<file path="src/rtl/sqp_pkg.sv">
// ----------------------------------------------------------------------------
// sqp_pkg: shared types and constants
// Command kinds, result codes, register indexes and fixed field widths for
// the submission/completion ring pair.
// ----------------------------------------------------------------------------
package sqp_pkg;

	localparam int KIND_W   = 2;
	localparam int CODE_W   = 3;
	localparam int TAG_W    = 32;
	localparam int STAT_W   = 16;
	localparam int BYTES_W  = 32;
	localparam int REQ_W    = 8;
	localparam int CFG_IDX_W = 2;
	localparam int CFG_DATA_W = 16;

	// status value that marks a slot as holding no record
	localparam logic [STAT_W-1:0] SLOT_EMPTY = 16'hFFFF;
	// depth used when a request of zero is written
	localparam logic [REQ_W-1:0] DEFAULT_DEPTH = 8'd4;

	typedef enum logic [KIND_W-1:0] {
		KIND_SUBMIT = 2'd0,
		KIND_POST   = 2'd1,
		KIND_TAKE   = 2'd2,
		KIND_CLEAR  = 2'd3
	} kind_t;

	typedef enum logic [CODE_W-1:0] {
		RC_OK        = 3'd0,
		RC_FULL      = 3'd1,
		RC_NOT_READY = 3'd2,
		RC_EMPTY     = 3'd3,
		RC_TAG_MISS  = 3'd4,
		RC_BAD_STAT  = 3'd5
	} result_code_t;

	typedef enum logic [CFG_IDX_W-1:0] {
		REG_ENABLE     = 2'd0,
		REG_SUBMIT_DEP = 2'd1,
		REG_COMP_DEP   = 2'd2,
		REG_OK_STATUS  = 2'd3
	} cfg_index_t;

endpackage

</file>
<file path="src/rtl/submit_completion_queue_pair.sv">
// ----------------------------------------------------------------------------
// submit_completion_queue_pair: submission / completion ring tracker
// Keeps the pointers of a submission ring and a completion ring together
// with the completion records, and answers one result for every request.
// ----------------------------------------------------------------------------
// Timing: a request is registered at the edge where start is high and busy
// is low and handled in the following cycle. Its result goes onto the result
// ports with result_valid at the next edge and stays for exactly one cycle.
// A new request can be taken every cycle while busy is low; the input
// register and the result register are the only stages and all pointer
// and slot updates complete between them, so back-to-back requests always
// see the state left by the one before. busy is high while reset is applied
// and is cleared at the first clock edge after it is released. The receiver
// cannot stall: a result not captured in its cycle is gone. Configuration
// writes are taken in any cycle but must only
// be issued while no request is in flight. Ring depths are clamped: zero
// selects 4, values above MAX_RING_DEPTH select MAX_RING_DEPTH, and others are
// rounded down to a power of two; one submission slot is always kept free.
// Posting a status of 16'hFFFF leaves the slot reading as empty.
module submit_completion_queue_pair
	import sqp_pkg::*;
#(
	parameter int MAX_RING_DEPTH = 8
) (
	input  logic                  clk,
	input  logic                  arst_n,
	// request channel
	input  logic                  start,
	output logic                  busy,
	input  logic [KIND_W-1:0]     kind,
	input  logic [TAG_W-1:0]      item_tag,
	input  logic [STAT_W-1:0]     comp_status,
	input  logic [STAT_W-1:0]     comp_ext_status,
	input  logic [BYTES_W-1:0]    comp_bytes,
	// configuration write port
	input  logic                  cfg_write,
	input  logic [CFG_IDX_W-1:0]  cfg_index,
	input  logic [CFG_DATA_W-1:0] cfg_data,
	// result channel
	output logic                  result_valid,
	output logic [CODE_W-1:0]     result_code,
	output logic [TAG_W-1:0]      out_tag,
	output logic [STAT_W-1:0]     out_status,
	output logic [STAT_W-1:0]     out_ext_status,
	output logic [BYTES_W-1:0]    out_bytes
);

	localparam int PW = (MAX_RING_DEPTH > 1) ? $clog2(MAX_RING_DEPTH) : 1;
	localparam int DW = REQ_W + 1;  // clamped depth, holds 256
	localparam logic [DW-1:0] MAX_D = DW'(MAX_RING_DEPTH);

	// ---------------- configuration registers ----------------
	logic              enable_q;
	logic [REQ_W-1:0]  sub_req_q;
	logic [REQ_W-1:0]  comp_req_q;
	logic [STAT_W-1:0] ok_status_q;

	always_ff @(posedge clk or negedge arst_n) begin
		if (!arst_n) begin
			enable_q    <= 1'b0;
			sub_req_q   <= DEFAULT_DEPTH;
			comp_req_q  <= DEFAULT_DEPTH;
			ok_status_q <= '0;
		end else if (cfg_write) begin
			case (cfg_index_t'(cfg_index))
				REG_ENABLE:     enable_q    <= cfg_data[0];
				REG_SUBMIT_DEP: sub_req_q   <= cfg_data[REQ_W-1:0];
				REG_COMP_DEP:   comp_req_q  <= cfg_data[REQ_W-1:0];
				REG_OK_STATUS:  ok_status_q <= cfg_data;
				default: ;
			endcase
		end
	end

	// Depth mask: clamp, then floor to a power of two minus one by smearing
	// the top set bit downward and dropping the lowest position.
	function automatic logic [PW-1:0] depth_mask(input logic [REQ_W-1:0] req);
		logic [DW-1:0] d;
		logic [DW-1:0] s;
		begin
			d = (req == '0) ? DW'(DEFAULT_DEPTH) : DW'(req);
			if (d > MAX_D)
				d = MAX_D;
			s = d | (d >> 1);
			s = s | (s >> 2);
			s = s | (s >> 4);
			s = s | (s >> 8);
			s = s >> 1;
			depth_mask = s[PW-1:0];
		end
	endfunction

	logic [PW-1:0] smask, cmask;
	assign smask = depth_mask(sub_req_q);
	assign cmask = depth_mask(comp_req_q);

	// ---------------- start-up hold ----------------
	logic busy_q;
	always_ff @(posedge clk or negedge arst_n) begin
		if (!arst_n)
			busy_q <= 1'b1;
		else
			busy_q <= 1'b0;
	end
	assign busy = busy_q;

	logic accept;
	assign accept = start && !busy_q;

	// ---------------- input register ----------------
	logic               valid_s1;
	kind_t              kind_s1;
	logic [TAG_W-1:0]   tag_s1;
	logic [STAT_W-1:0]  stat_s1;
	logic [STAT_W-1:0]  ext_s1;
	logic [BYTES_W-1:0] bytes_s1;

	always_ff @(posedge clk or negedge arst_n) begin
		if (!arst_n)
			valid_s1 <= 1'b0;
		else
			valid_s1 <= accept;
	end

	always_ff @(posedge clk) begin
		if (accept) begin
			kind_s1  <= kind_t'(kind);
			tag_s1   <= item_tag;
			stat_s1  <= comp_status;
			ext_s1   <= comp_ext_status;
			bytes_s1 <= comp_bytes;
		end
	end

	// ---------------- ring state ----------------
	logic [PW-1:0] sub_head_q, sub_tail_q, comp_head_q, comp_tail_q;
	// occupied bit per completion slot; a clear slot reads as empty, so the
	// record stores themselves need no reset
	logic [MAX_RING_DEPTH-1:0] occ_q;
	logic [TAG_W-1:0]   tag_mem_q   [MAX_RING_DEPTH];
	logic [STAT_W-1:0]  stat_mem_q  [MAX_RING_DEPTH];
	logic [STAT_W-1:0]  ext_mem_q   [MAX_RING_DEPTH];
	logic [BYTES_W-1:0] bytes_mem_q [MAX_RING_DEPTH];

	// masked pointers; a depth change mid-use simply folds them
	logic [PW-1:0] sh_m, st_m, ch_m, ct_m;
	assign sh_m = sub_head_q & smask;
	assign st_m = sub_tail_q & smask;
	assign ch_m = comp_head_q & cmask;
	assign ct_m = comp_tail_q & cmask;

	logic [PW-1:0] sub_next, sub_tail_next, comp_head_next, comp_tail_next;
	assign sub_next       = (sh_m + PW'(1)) & smask;
	assign sub_tail_next  = (st_m + PW'(1)) & smask;
	assign comp_head_next = (ch_m + PW'(1)) & cmask;
	assign comp_tail_next = (ct_m + PW'(1)) & cmask;

	logic head_occ;
	assign head_occ = occ_q[ch_m];

	// ---------------- single-pass decode ----------------
	logic               do_sub, do_post, do_pop, do_clear;
	result_code_t       code_d;
	logic [TAG_W-1:0]   otag_d;
	logic [STAT_W-1:0]  ostat_d, oext_d;
	logic [BYTES_W-1:0] obytes_d;

	always_comb begin
		do_sub   = 1'b0;
		do_post  = 1'b0;
		do_pop   = 1'b0;
		do_clear = 1'b0;
		code_d   = RC_OK;
		otag_d   = '0;
		ostat_d  = '0;
		oext_d   = '0;
		obytes_d = '0;
		if (valid_s1) begin
			case (kind_s1)
				KIND_SUBMIT: begin
					if (!enable_q)
						code_d = RC_NOT_READY;
					else if (sub_next == st_m)
						code_d = RC_FULL;
					else
						do_sub = 1'b1;
				end
				KIND_POST: do_post = 1'b1;
				KIND_TAKE: begin
					if (!head_occ) begin
						code_d = RC_EMPTY;
					end else begin
						do_pop   = 1'b1;
						otag_d   = tag_mem_q[ch_m];
						ostat_d  = stat_mem_q[ch_m];
						oext_d   = ext_mem_q[ch_m];
						obytes_d = bytes_mem_q[ch_m];
						// tag mismatch outranks bad status
						if (otag_d != tag_s1)
							code_d = RC_TAG_MISS;
						else if (ostat_d != ok_status_q)
							code_d = RC_BAD_STAT;
					end
				end
				KIND_CLEAR: do_clear = 1'b1;
				default: ;
			endcase
		end
	end

	// pointers and occupancy
	always_ff @(posedge clk or negedge arst_n) begin
		if (!arst_n) begin
			sub_head_q  <= '0;
			sub_tail_q  <= '0;
			comp_head_q <= '0;
			comp_tail_q <= '0;
			occ_q       <= '0;
		end else if (do_clear) begin
			sub_head_q  <= '0;
			sub_tail_q  <= '0;
			comp_head_q <= '0;
			comp_tail_q <= '0;
			occ_q       <= '0;
		end else begin
			if (do_sub)
				sub_head_q <= sub_next;
			if (do_post) begin
				occ_q[ct_m] <= (stat_s1 != SLOT_EMPTY);
				comp_tail_q <= comp_tail_next;
			end
			if (do_pop) begin
				occ_q[ch_m] <= 1'b0;
				comp_head_q <= comp_head_next;
				sub_tail_q  <= sub_tail_next;
			end
		end
	end

	// record stores, written only by a post
	always_ff @(posedge clk) begin
		if (do_post) begin
			tag_mem_q[ct_m]   <= tag_s1;
			stat_mem_q[ct_m]  <= stat_s1;
			ext_mem_q[ct_m]   <= ext_s1;
			bytes_mem_q[ct_m] <= bytes_s1;
		end
	end

	// ---------------- result register ----------------
	logic               result_valid_q;
	logic [CODE_W-1:0]  result_code_q;
	logic [TAG_W-1:0]   out_tag_q;
	logic [STAT_W-1:0]  out_status_q;
	logic [STAT_W-1:0]  out_ext_q;
	logic [BYTES_W-1:0] out_bytes_q;

	always_ff @(posedge clk or negedge arst_n) begin
		if (!arst_n)
			result_valid_q <= 1'b0;
		else
			result_valid_q <= valid_s1;
	end

	always_ff @(posedge clk) begin
		if (valid_s1) begin
			result_code_q <= code_d;
			out_tag_q     <= otag_d;
			out_status_q  <= ostat_d;
			out_ext_q     <= oext_d;
			out_bytes_q   <= obytes_d;
		end
	end

	assign result_valid   = result_valid_q;
	assign result_code    = result_code_q;
	assign out_tag        = out_tag_q;
	assign out_status     = out_status_q;
	assign out_ext_status = out_ext_q;
	assign out_bytes      = out_bytes_q;

	// ---------------- assertions ----------------
	// every accepted request yields a result once it has passed the input and result registers
	a_result_follows: assert property (@(posedge clk) disable iff (!arst_n)
		accept |=> ##1 result_valid)
		else $error("accepted request produced no result");

	// an empty take never carries record fields
	a_empty_zero: assert property (@(posedge clk) disable iff (!arst_n)
		(result_valid && result_code == RC_EMPTY) |->
		(out_tag == '0 && out_status == '0 && out_ext_status == '0 && out_bytes == '0))
		else $error("empty take returned record data");

	// a popped record is never an empty-marked slot
	a_no_empty_pop: assert property (@(posedge clk) disable iff (!arst_n)
		result_valid |-> out_status != SLOT_EMPTY)
		else $error("popped a slot marked empty");

	// clear leaves every completion slot free and pointers at zero
	a_clear_state: assert property (@(posedge clk) disable iff (!arst_n)
		do_clear |=> (occ_q == '0 && comp_head_q == '0 && comp_tail_q == '0
			&& sub_head_q == '0 && sub_tail_q == '0))
		else $error("clear left ring state behind");

endmodule

</file>
<file path="config.mk">
export PLATFORM = sky130hd
export DESIGN_NAME = submit_completion_queue_pair
export DESIGN_NICKNAME = d
export VERILOG_FILES = /design/src/rtl/sqp_pkg.sv /design/src/rtl/submit_completion_queue_pair.sv
export SDC_FILE = /design/constraint.sdc
export NUM_CORES = 1
export LEC_CHECK = 0
export BUFFER_PORTS_ARGS = -buffer_cell sky130_fd_sc_hd__buf_2
export CORE_UTILIZATION = 35
export DETAILED_ROUTE_END_ITERATION = 6
export GPL_TIMING_DRIVEN = 0
export PLACE_DENSITY = 0.58
export SETUP_SLACK_MARGIN = 0.5
export SYNTH_ARGS = -nofsm -noshare
export SYNTH_HDL_FRONTEND = slang
export SYNTH_SLANG_ARGS = --single-unit
</file>
<file path="constraint.sdc">
create_clock -name clk -period 24.8 [get_ports clk]
set_input_delay 0 -clock clk [delete_from_list [all_inputs] [get_ports clk]]
set_output_delay 0 -clock clk [all_outputs]
set_load 0.03 [all_outputs]
</file>
==> results.tsv, run 1 <==
stage	metric	value	unit
synthesis	Avg Inst Size Synth	17.5	um2
routing	drt drc	0	
placement	GPL Wtd Cong	0.912	
clock_tree	Clk Latency, worst-skew pair	0.72	ns
sta	Rel. slew slack	0.0993	
floorplanning	Die ar.	0.113	mm2
floorplanning	Die Span X	336	um
sta	period utilization	0.244	
power	P_leak	15.9	nW
routing	post-route ant nets	0	
floorplanning	Ports	221	
synthesis	Syn Inst Count	2238	
critical_path	crit-path cells	nor3_4 -> a21oi_1 -> clkbuf_1 -> nor2_1 -> a221oi_1 -> o2111ai_2 -> clkbuf_1 -> buf_1 -> a41oi_1	
critical_path	worst-path fanout max	10	
synthesis	post-synthesis sequential area ratio	0.776	
placement	DPL Wire Length	80600	um
floorplanning	Initial Util	0.353	
routing	Detailed Routing Iterations Pass 1	6	
synthesis	Async SR Flop Fraction	0.0548	
finish	area delta synth->final	24.0	%
global_routing	vias in the first global route	24200	
clock_tree	CTS Buf Count	107	
global_routing	GRT Util Overall	0.214	
critical_path	Buf+Inv Stages, Crit Path	3	
synthesis	Yosys Warn Count	0	
floorplanning	Die Span Y	336	um
synthesis	largest area contributor in the netlist	edfxtp_1	
placement	Buffers on Ports	220	
critical_path	CP top delay family	buffers and inverters	
clock_tree	clk sinks	1021	
clock_tree	CTS HTree Levels	3	
routing	routed via count	24100	
clock_tree	Post-CTS Setup Inserts	0	
routing	First DRT Iteration DRCs	2880	
sta	endpoints failing hold	0	
sta	RSZ-0062 raised after global routing	false	
sta	min cycle time layout	6.05	ns
global_routing	initial antenna violation count	9	
finish	Final Net Count	2939	
floorplanning	core area	0.111	mm2
synthesis	Synth top area share	0.740	
routing	drt total wl	122000	um
sta	WHS	0.0298	ns
finish	fraction of layout cells with a size suffix above 1	0.221	
critical_path	most used cell, CP	clkbuf_1	
synthesis	Post-Syn Area	0.0392	mm2
synthesis	Yosys cell types	88	
sta	final setup vio count	0	
clock_tree	CTS tree	done	
synthesis	syn_nets	2362	
min_path	Hold Path Class	input pin to register	
sta	Fmax	0.165	GHz
floorplanning	site row count	122	
sta	slack of the critical path	18.75	ns
routing	Routed WL per cell	27.8	um
power	P per Cell Area	88.7	mW/mm2
global_routing	global-route wire length before repair	172000	um
critical_path	WP data required	25.18	ns
sta	Max Slew Vio Count	0	
sta	Worst Tran Pin Value	1.35	ns
synthesis	number of synthesized flops with an enable pin	965	
job	maxcap violations	0	
critical_path	Setup crit start kind	register	
synthesis	register bit total from synthesis	1021	
critical_path	Setup crit end kind	register	
sta	Setup TNS	0	ns
placement	dpl ws	18.56	ns
critical_path	kind of critical path	register to register	
critical_path	max incr delay on CP	1.11	ns
global_routing	largest net degree at the start of global routing	57	
sta	Worst Clk Skew	0.0376	ns
routing	Vias/cell	5.48	
clock_tree	clock root cell	clkbuf_16	
global_routing	total congestion overflow	0	
clock_tree	buffer depth of the longest clock path	3	
run_status	outcome	finished clean	
critical_path	WP data arrival	6.43	ns
synthesis	top_reg_cell synth	edfxtp_1	
power	Max VDD drop	63.1	uV
critical_path	slowest stage cell, crit path	nor2_1	
synthesis	Synth area leaders	edfxtp_1, dfrtp_1, mux2_2	
clock_tree	CTS clk-pin slew, worst paths	0.06	ns
## synth_stat cells, types with 8 or more instances
cell type / number
edfxtp_1: 965
nand2_1: 136
mux2_2: 94
mux2i_1: 91
nor2_1: 81
clkbuf_1: 71
nor3_1: 57
a22oi_1: 55
dfrtp_1: 53
a222oi_1: 48
a41oi_1: 48
a21oi_1: 44
o21ai_0: 39
nor4_1: 30
buf_2: 27
mux4_2: 25
a2bb2oi_1: 24
o22ai_1: 23
nor2b_1: 22
inv_1: 20
a211oi_1: 17
o221ai_1: 16
xnor2_1: 16
buf_1: 15
xor2_1: 15
buf_4: 12
o32ai_1: 12
nor3b_1: 11
nand3_1: 9
nand3b_1: 9
nand4_1: 9
or3_1: 9
or4_1: 9
o211ai_1: 8
## power by group
group | leakage (nW) | total, mW | internal [mW] | switching [mW]
clock network | 1.70 | 1.62 | 0.923 | 0.698
registers | 9.48 | 1.97 | 1.93 | 0.0400
logic | 4.75 | 0.712 | 0.245 | 0.467
total | 15.9 | 4.31 | 3.10 | 1.20
## stage by stage
stage	instances	utilization	total power [mW]	area [um2]
2_1_floorplan	2238	-	2.40	39200
3_3_place_gp	3946	0.380	2.68	42100
3_5_place_dp	4020	0.390	2.69	43300
4_1_cts	4392	0.438	4.32	48500
5_1_grt	4393	0.438	4.43	48500
6_report	4394	0.438	4.31	48500
## cell usage in the layout, fill, tap and decap left out, types with 48 or more instances in the layout
master,count
mux2i_1,91
dfrtp_1,52
buf_2,246
clkbuf_16,107
edfxtp_1,965
nor2_1,77
mux2_2,94
nand2_1,136
clkbuf_1,98
dlygate4sd3_1,174
nor3_1,53
a41oi_1,48
a22oi_1,55
a222oi_1,48
buf_6,49
## final timing paths
path / from / end / slack (ns) / cells after the start
hold reg to reg: sub_req_q[0] / sub_req_q[0] / 0.51 / 1
min in group asynchronous: arst_n / result_valid / 0.43 / 3
max in group asynchronous: arst_n / comp_req_q[0] / 23.79 / 3
hold / removal: item_tag[15] / tag_s1[15] / 0.03 / 2
setup reg to reg: comp_req_q[7] / out_bytes[22] / 18.75 / 9
setup / recovery: comp_req_q[7] / out_bytes[22] / 18.75 / 9
## worst register-to-register path, stage by stage, from the launching register on
cell	delay (ns)
dfrtp_1	0.41
nor3_4	0.55
a21oi_1	0.31
clkbuf_1	0.48
nor2_1	1.11
a221oi_1	0.37
o2111ai_2	0.41
clkbuf_1	1.05
buf_1	0.81
a41oi_1	0.21
## metal layers
metal | track usage | vias up | wire length (um)
met5 | 0 | - | 64
met4 | 0.0765 | 10 | 4260
met3 | 0.0386 | 259 | 9580
met2 | 0.357 | 1182 | 59400
met1 | 0.278 | 12400 | 48700
li1 | - | 10300 | -
## repair_timing
action	in CTS	in global routing
hold endpoints to repair	231	48
hold buffers	173	1
resized for setup	0	0
## cell families (layout without fill, tap and decap cells)
family | after synthesis | after routing | share of synthesized area
DFF | 1021 | 1021 | 0.776
and+or+nand+nor | 416 | 416 | 0.0529
AOI/OAI and AO/OA | 405 | 405 | 0.0810
muxes | 210 | 210 | 0.0647
buffers and inverters | 150 | 817 | 0.0172
xor gates and xnor gates | 31 | 31 | 0.00693
adders and majority gates | 4 | 4 | 0.00128
other | 1 | 2 | 0.0000958
## registers in the layout (all words and copies together), names as in the netlist, 32 cells and up
signal / flops
bytes_s1: 32
out_bytes: 32
bytes_mem_q: 256
stat_mem_q: 128
tag_mem_q: 256
tag_s1: 32
ext_mem_q: 128
out_tag: 32
## final cells by class
type                            count  area (um2)
Antenna cell                        1        2.50
Buffer                            130         598
Clock buffer                      136        2810
Clock inverter                     63         719
Fill cell                        9836       62300
Inverter                           20        75.1
Multi-Input combinational cell   1067        8160
Sequential cell                  1021       30400
Tap cell                         1488        1860
Timing Repair Buffer              468        3930
(Power assumes the default switching activity.)
==> run 2: changes to the inputs <==
--- a/config.mk
+++ b/config.mk
@@ -9,7 +9,7 @@
 export CORE_UTILIZATION = 35
 export DETAILED_ROUTE_END_ITERATION = 6
 export GPL_TIMING_DRIVEN = 0
-export PLACE_DENSITY = 0.58
+export PLACE_DENSITY = 0.59
 export SETUP_SLACK_MARGIN = 0.5
 export SYNTH_ARGS = -nofsm -noshare
 export SYNTH_HDL_FRONTEND = slang
==> constraint.sdc (replaced) <==
create_clock -name clk -period 5.27 [get_ports clk]
set_input_delay 0 -clock clk [delete_from_list [all_inputs] [get_ports clk]]
set_output_delay 0 -clock clk [all_outputs]
set_load 0.03 [all_outputs]
==> run 2 against run 1 <==
Compared with the run above: the flow now finishes with violations (DRC); critical path depth shrank 1; utilization grew 0.32 points; clock power grew to 4.6 times the previous value; non-clock buffer count shrank 13; cell area grew 0.73%; first-iteration DRC count grew 1.5%.
==> results.tsv, run 2 (synthesis results as in run 1) <==
stage	metric	value	unit	change
run_status	outcome	finished with violations		was finished clean
run_status	failing checks	DRC		
sta	period utilization	0.928		was 0.244
global_routing	initial antenna violation count	3		was 9
floorplanning	core area	0.111	mm2	unchanged
global_routing	vias in the first global route	24300		was 24200
sta	Worst Clk Skew	0.0518	ns	was 0.0376 ns
power	Tot Pwr	20.2	mW	was 4.31 mW
sta	final setup vio count	0		unchanged
finish	most common cell after layout, fill and taps aside	edfxtp_1		unchanged
min_path	hold_sp	item_tag[2]		was item_tag[15]
floorplanning	Initial Util	0.353		unchanged
finish	Final Net Count	2925		was 2939
sta	Rel. slew slack	0.260		was 0.0993
placement	DPL Wire Length	79800	um	was 80600 um
routing	post-route ant nets	0		unchanged
finish	most frequent cells in the layout	edfxtp_1, buf_2, dlygate4sd3_1, nand2_1, clkbuf_16		unchanged
floorplanning	Die ar.	0.113	mm2	unchanged
sta	Worst Tran Pin Value	1.11	ns	was 1.35 ns
min_path	Hold Path Class	input pin to register		unchanged
global_routing	largest net degree at the start of global routing	60		was 57
critical_path	Setup crit start kind	register		unchanged
global_routing	global-route wire length before repair	172000	um	about the same
clock_tree	Post-CTS Setup Inserts	0		unchanged
placement	GPL Wtd Cong	0.921		was 0.912
sta	min cycle time layout	4.89	ns	was 6.05 ns
clock_tree	CTS Buf Count	106		was 107
job	maxcap violations	0		unchanged
min_path	WHS Endpoint	tag_s1[2]		was tag_s1[15]
finish	fraction of layout cells with a size suffix above 1	0.227		was 0.221
finish	Final Util	0.441		was 0.438
min_path	hold path cells	2		unchanged
global_routing	GRT Util Overall	0.212		was 0.214
routing	Detailed Routing Iterations Pass 1	7		was 6
power	P per Cell Area	413	mW/mm2	was 88.7 mW/mm2
critical_path	worst-path fanout max	10		unchanged
global_routing	total congestion overflow	0		unchanged
critical_path	r2r setup slk	0.38	ns	was 18.75 ns
clock_tree	buffer depth of the longest clock path	3		unchanged
routing	drt drc	6		was 0
finish	Top Registers	bytes_mem_q: 256 flops, tag_mem_q: 256 flops		unchanged
floorplanning	Ports	221		unchanged
finish	ANT cells	0		was 1
routing	routed via count	24200		was 24100
sta	RSZ-0062 raised after global routing	true		was false
placement	Buffers on Ports	220		unchanged
sta	endpoints failing hold	0		unchanged
critical_path	kind of critical path	register to register		unchanged
finish	area delta synth->final	24.9	%	was 24.0%
power	Max VDD drop	289	uV	was 63.1 uV
routing	First DRT Iteration DRCs	2923		was 2880
clock_tree	CTS tree	done		unchanged
clock_tree	clk sinks	1021		unchanged
sta	Max Slew Vio Count	0		unchanged
clock_tree	CTS HTree Levels	3		unchanged
floorplanning	site row count	122		unchanged
critical_path	Setup crit end kind	register		unchanged
critical_path	WP data arrival	5.23	ns	was 6.43 ns
sta	Fmax	0.204	GHz	was 0.165 GHz
clock_tree	Clk Latency, worst-skew pair	0.72	ns	about the same
sta	WHS	0.0375	ns	was 0.0298 ns
clock_tree	clock root cell	clkbuf_16		unchanged
routing	drt total wl	122000	um	about the same
critical_path	Register-to-Register Path Depth	8		was 9
clock_tree	CTS clk-pin slew, worst paths	0.06	ns	about the same
floorplanning	Die Span X	336	um	unchanged
critical_path	RR Startpoint	comp_head_q[2]		was comp_req_q[7]
critical_path	RR Endpoint	out_status[0]		was out_bytes[22]
critical_path	WP data required	5.61	ns	was 25.18 ns
sta	Setup TNS	0	ns	unchanged
power	P_leak	16.0	nW	was 15.9 nW
floorplanning	Die Span Y	336	um	unchanged
routing	Routed WL per cell	27.7	um	was 27.8 um
routing	Vias/cell	5.52		was 5.48
## run 2: cell types whose count changed in the layout (fill, tap and decap cells not counted), sizes merged, moves of 4 or more
cell           before  now
clkinvlp            4   12
dlygate4sd3       174  178
clkdlybuf4s15       0    4
clkinv             41   45
buf               352  331
clkbuf            208  199
## run 2: worst max-delay path by stage
stage	to	start	slack, ns	cells after the start
2_1_floorplan	occ_q[4]	valid_s1	0.09	6
3_3_place_gp	occ_q[7]	valid_s1	-3.76	6
3_5_place_dp	out_bytes[22]	comp_req_q[0]	-1.01	8
4_1_cts	result_code[0]	comp_head_q[2]	0.50	10
5_1_grt	result_code[0]	comp_head_q[2]	0.40	11
6_report	out_status[0]	comp_head_q[2]	0.38	8
## run 2: worst max-delay path, cell delays in order (launching register included)
cell             delay [ns]
dfrtp_1                0.43
clkdlybuf4s15_1        0.63
o21ai_4                0.39
clkbuf_2               0.53
nor2_1                 0.10
a221oi_1               0.50
o2111ai_4              0.39
clkbuf_1               0.57
nor4_1                 0.96
## run 2: per-stage QoR
stage                     std cells  instance area, um2  setup slack, ns
after global placement         3946               42200            -3.76
after floorplan                2238               39300           0.0867
after global routing           4380               48900            0.399
after CTS                      4379               48800            0.501
after detailed placement       4003               43500            -1.01
final                          4380               48900            0.378
## run 2: layer usage
layer  up-vias  routed length, um  part of all wire  track usage
li1      10200                  -                 -            -
met2      1345              58500              0.48        0.349
met1     12300              48100              0.40        0.279
met4         4               4590             0.038       0.0797
met5         -                 28           0.00023            0
met3       258              10300             0.085       0.0388
## run 2: power breakdown
| group | internal, mW | switching, mW | leakage, nW |
|---|---|---|---|
| logic | 1.17 | 2.21 | 4.85 |
| registers | 9.10 | 0.192 | 9.48 |
| clock network | 4.27 | 3.26 | 1.68 |
## run 2: cell type report
| cell class | count | area [um2] |
|---|---|---|
| Tap cell | 1488 | 1860 |
| Buffer | 130 | 643 |
| Multi-Input combinational cell | 1067 | 8260 |
| Clock inverter | 72 | 758 |
| Fill cell | 9727 | 61900 |
| Inverter | 20 | 75.1 |
| Timing Repair Buffer | 455 | 4160 |
| Clock buffer | 127 | 2760 |
| Sequential cell | 1021 | 30400 |
## run 2: timing repair
item                       in CTS  in global routing
hold endpoints to repair      230                 53
hold buffers                  177                  1
setup endpoints to repair     100                 20
gates resized for setup        27                 15
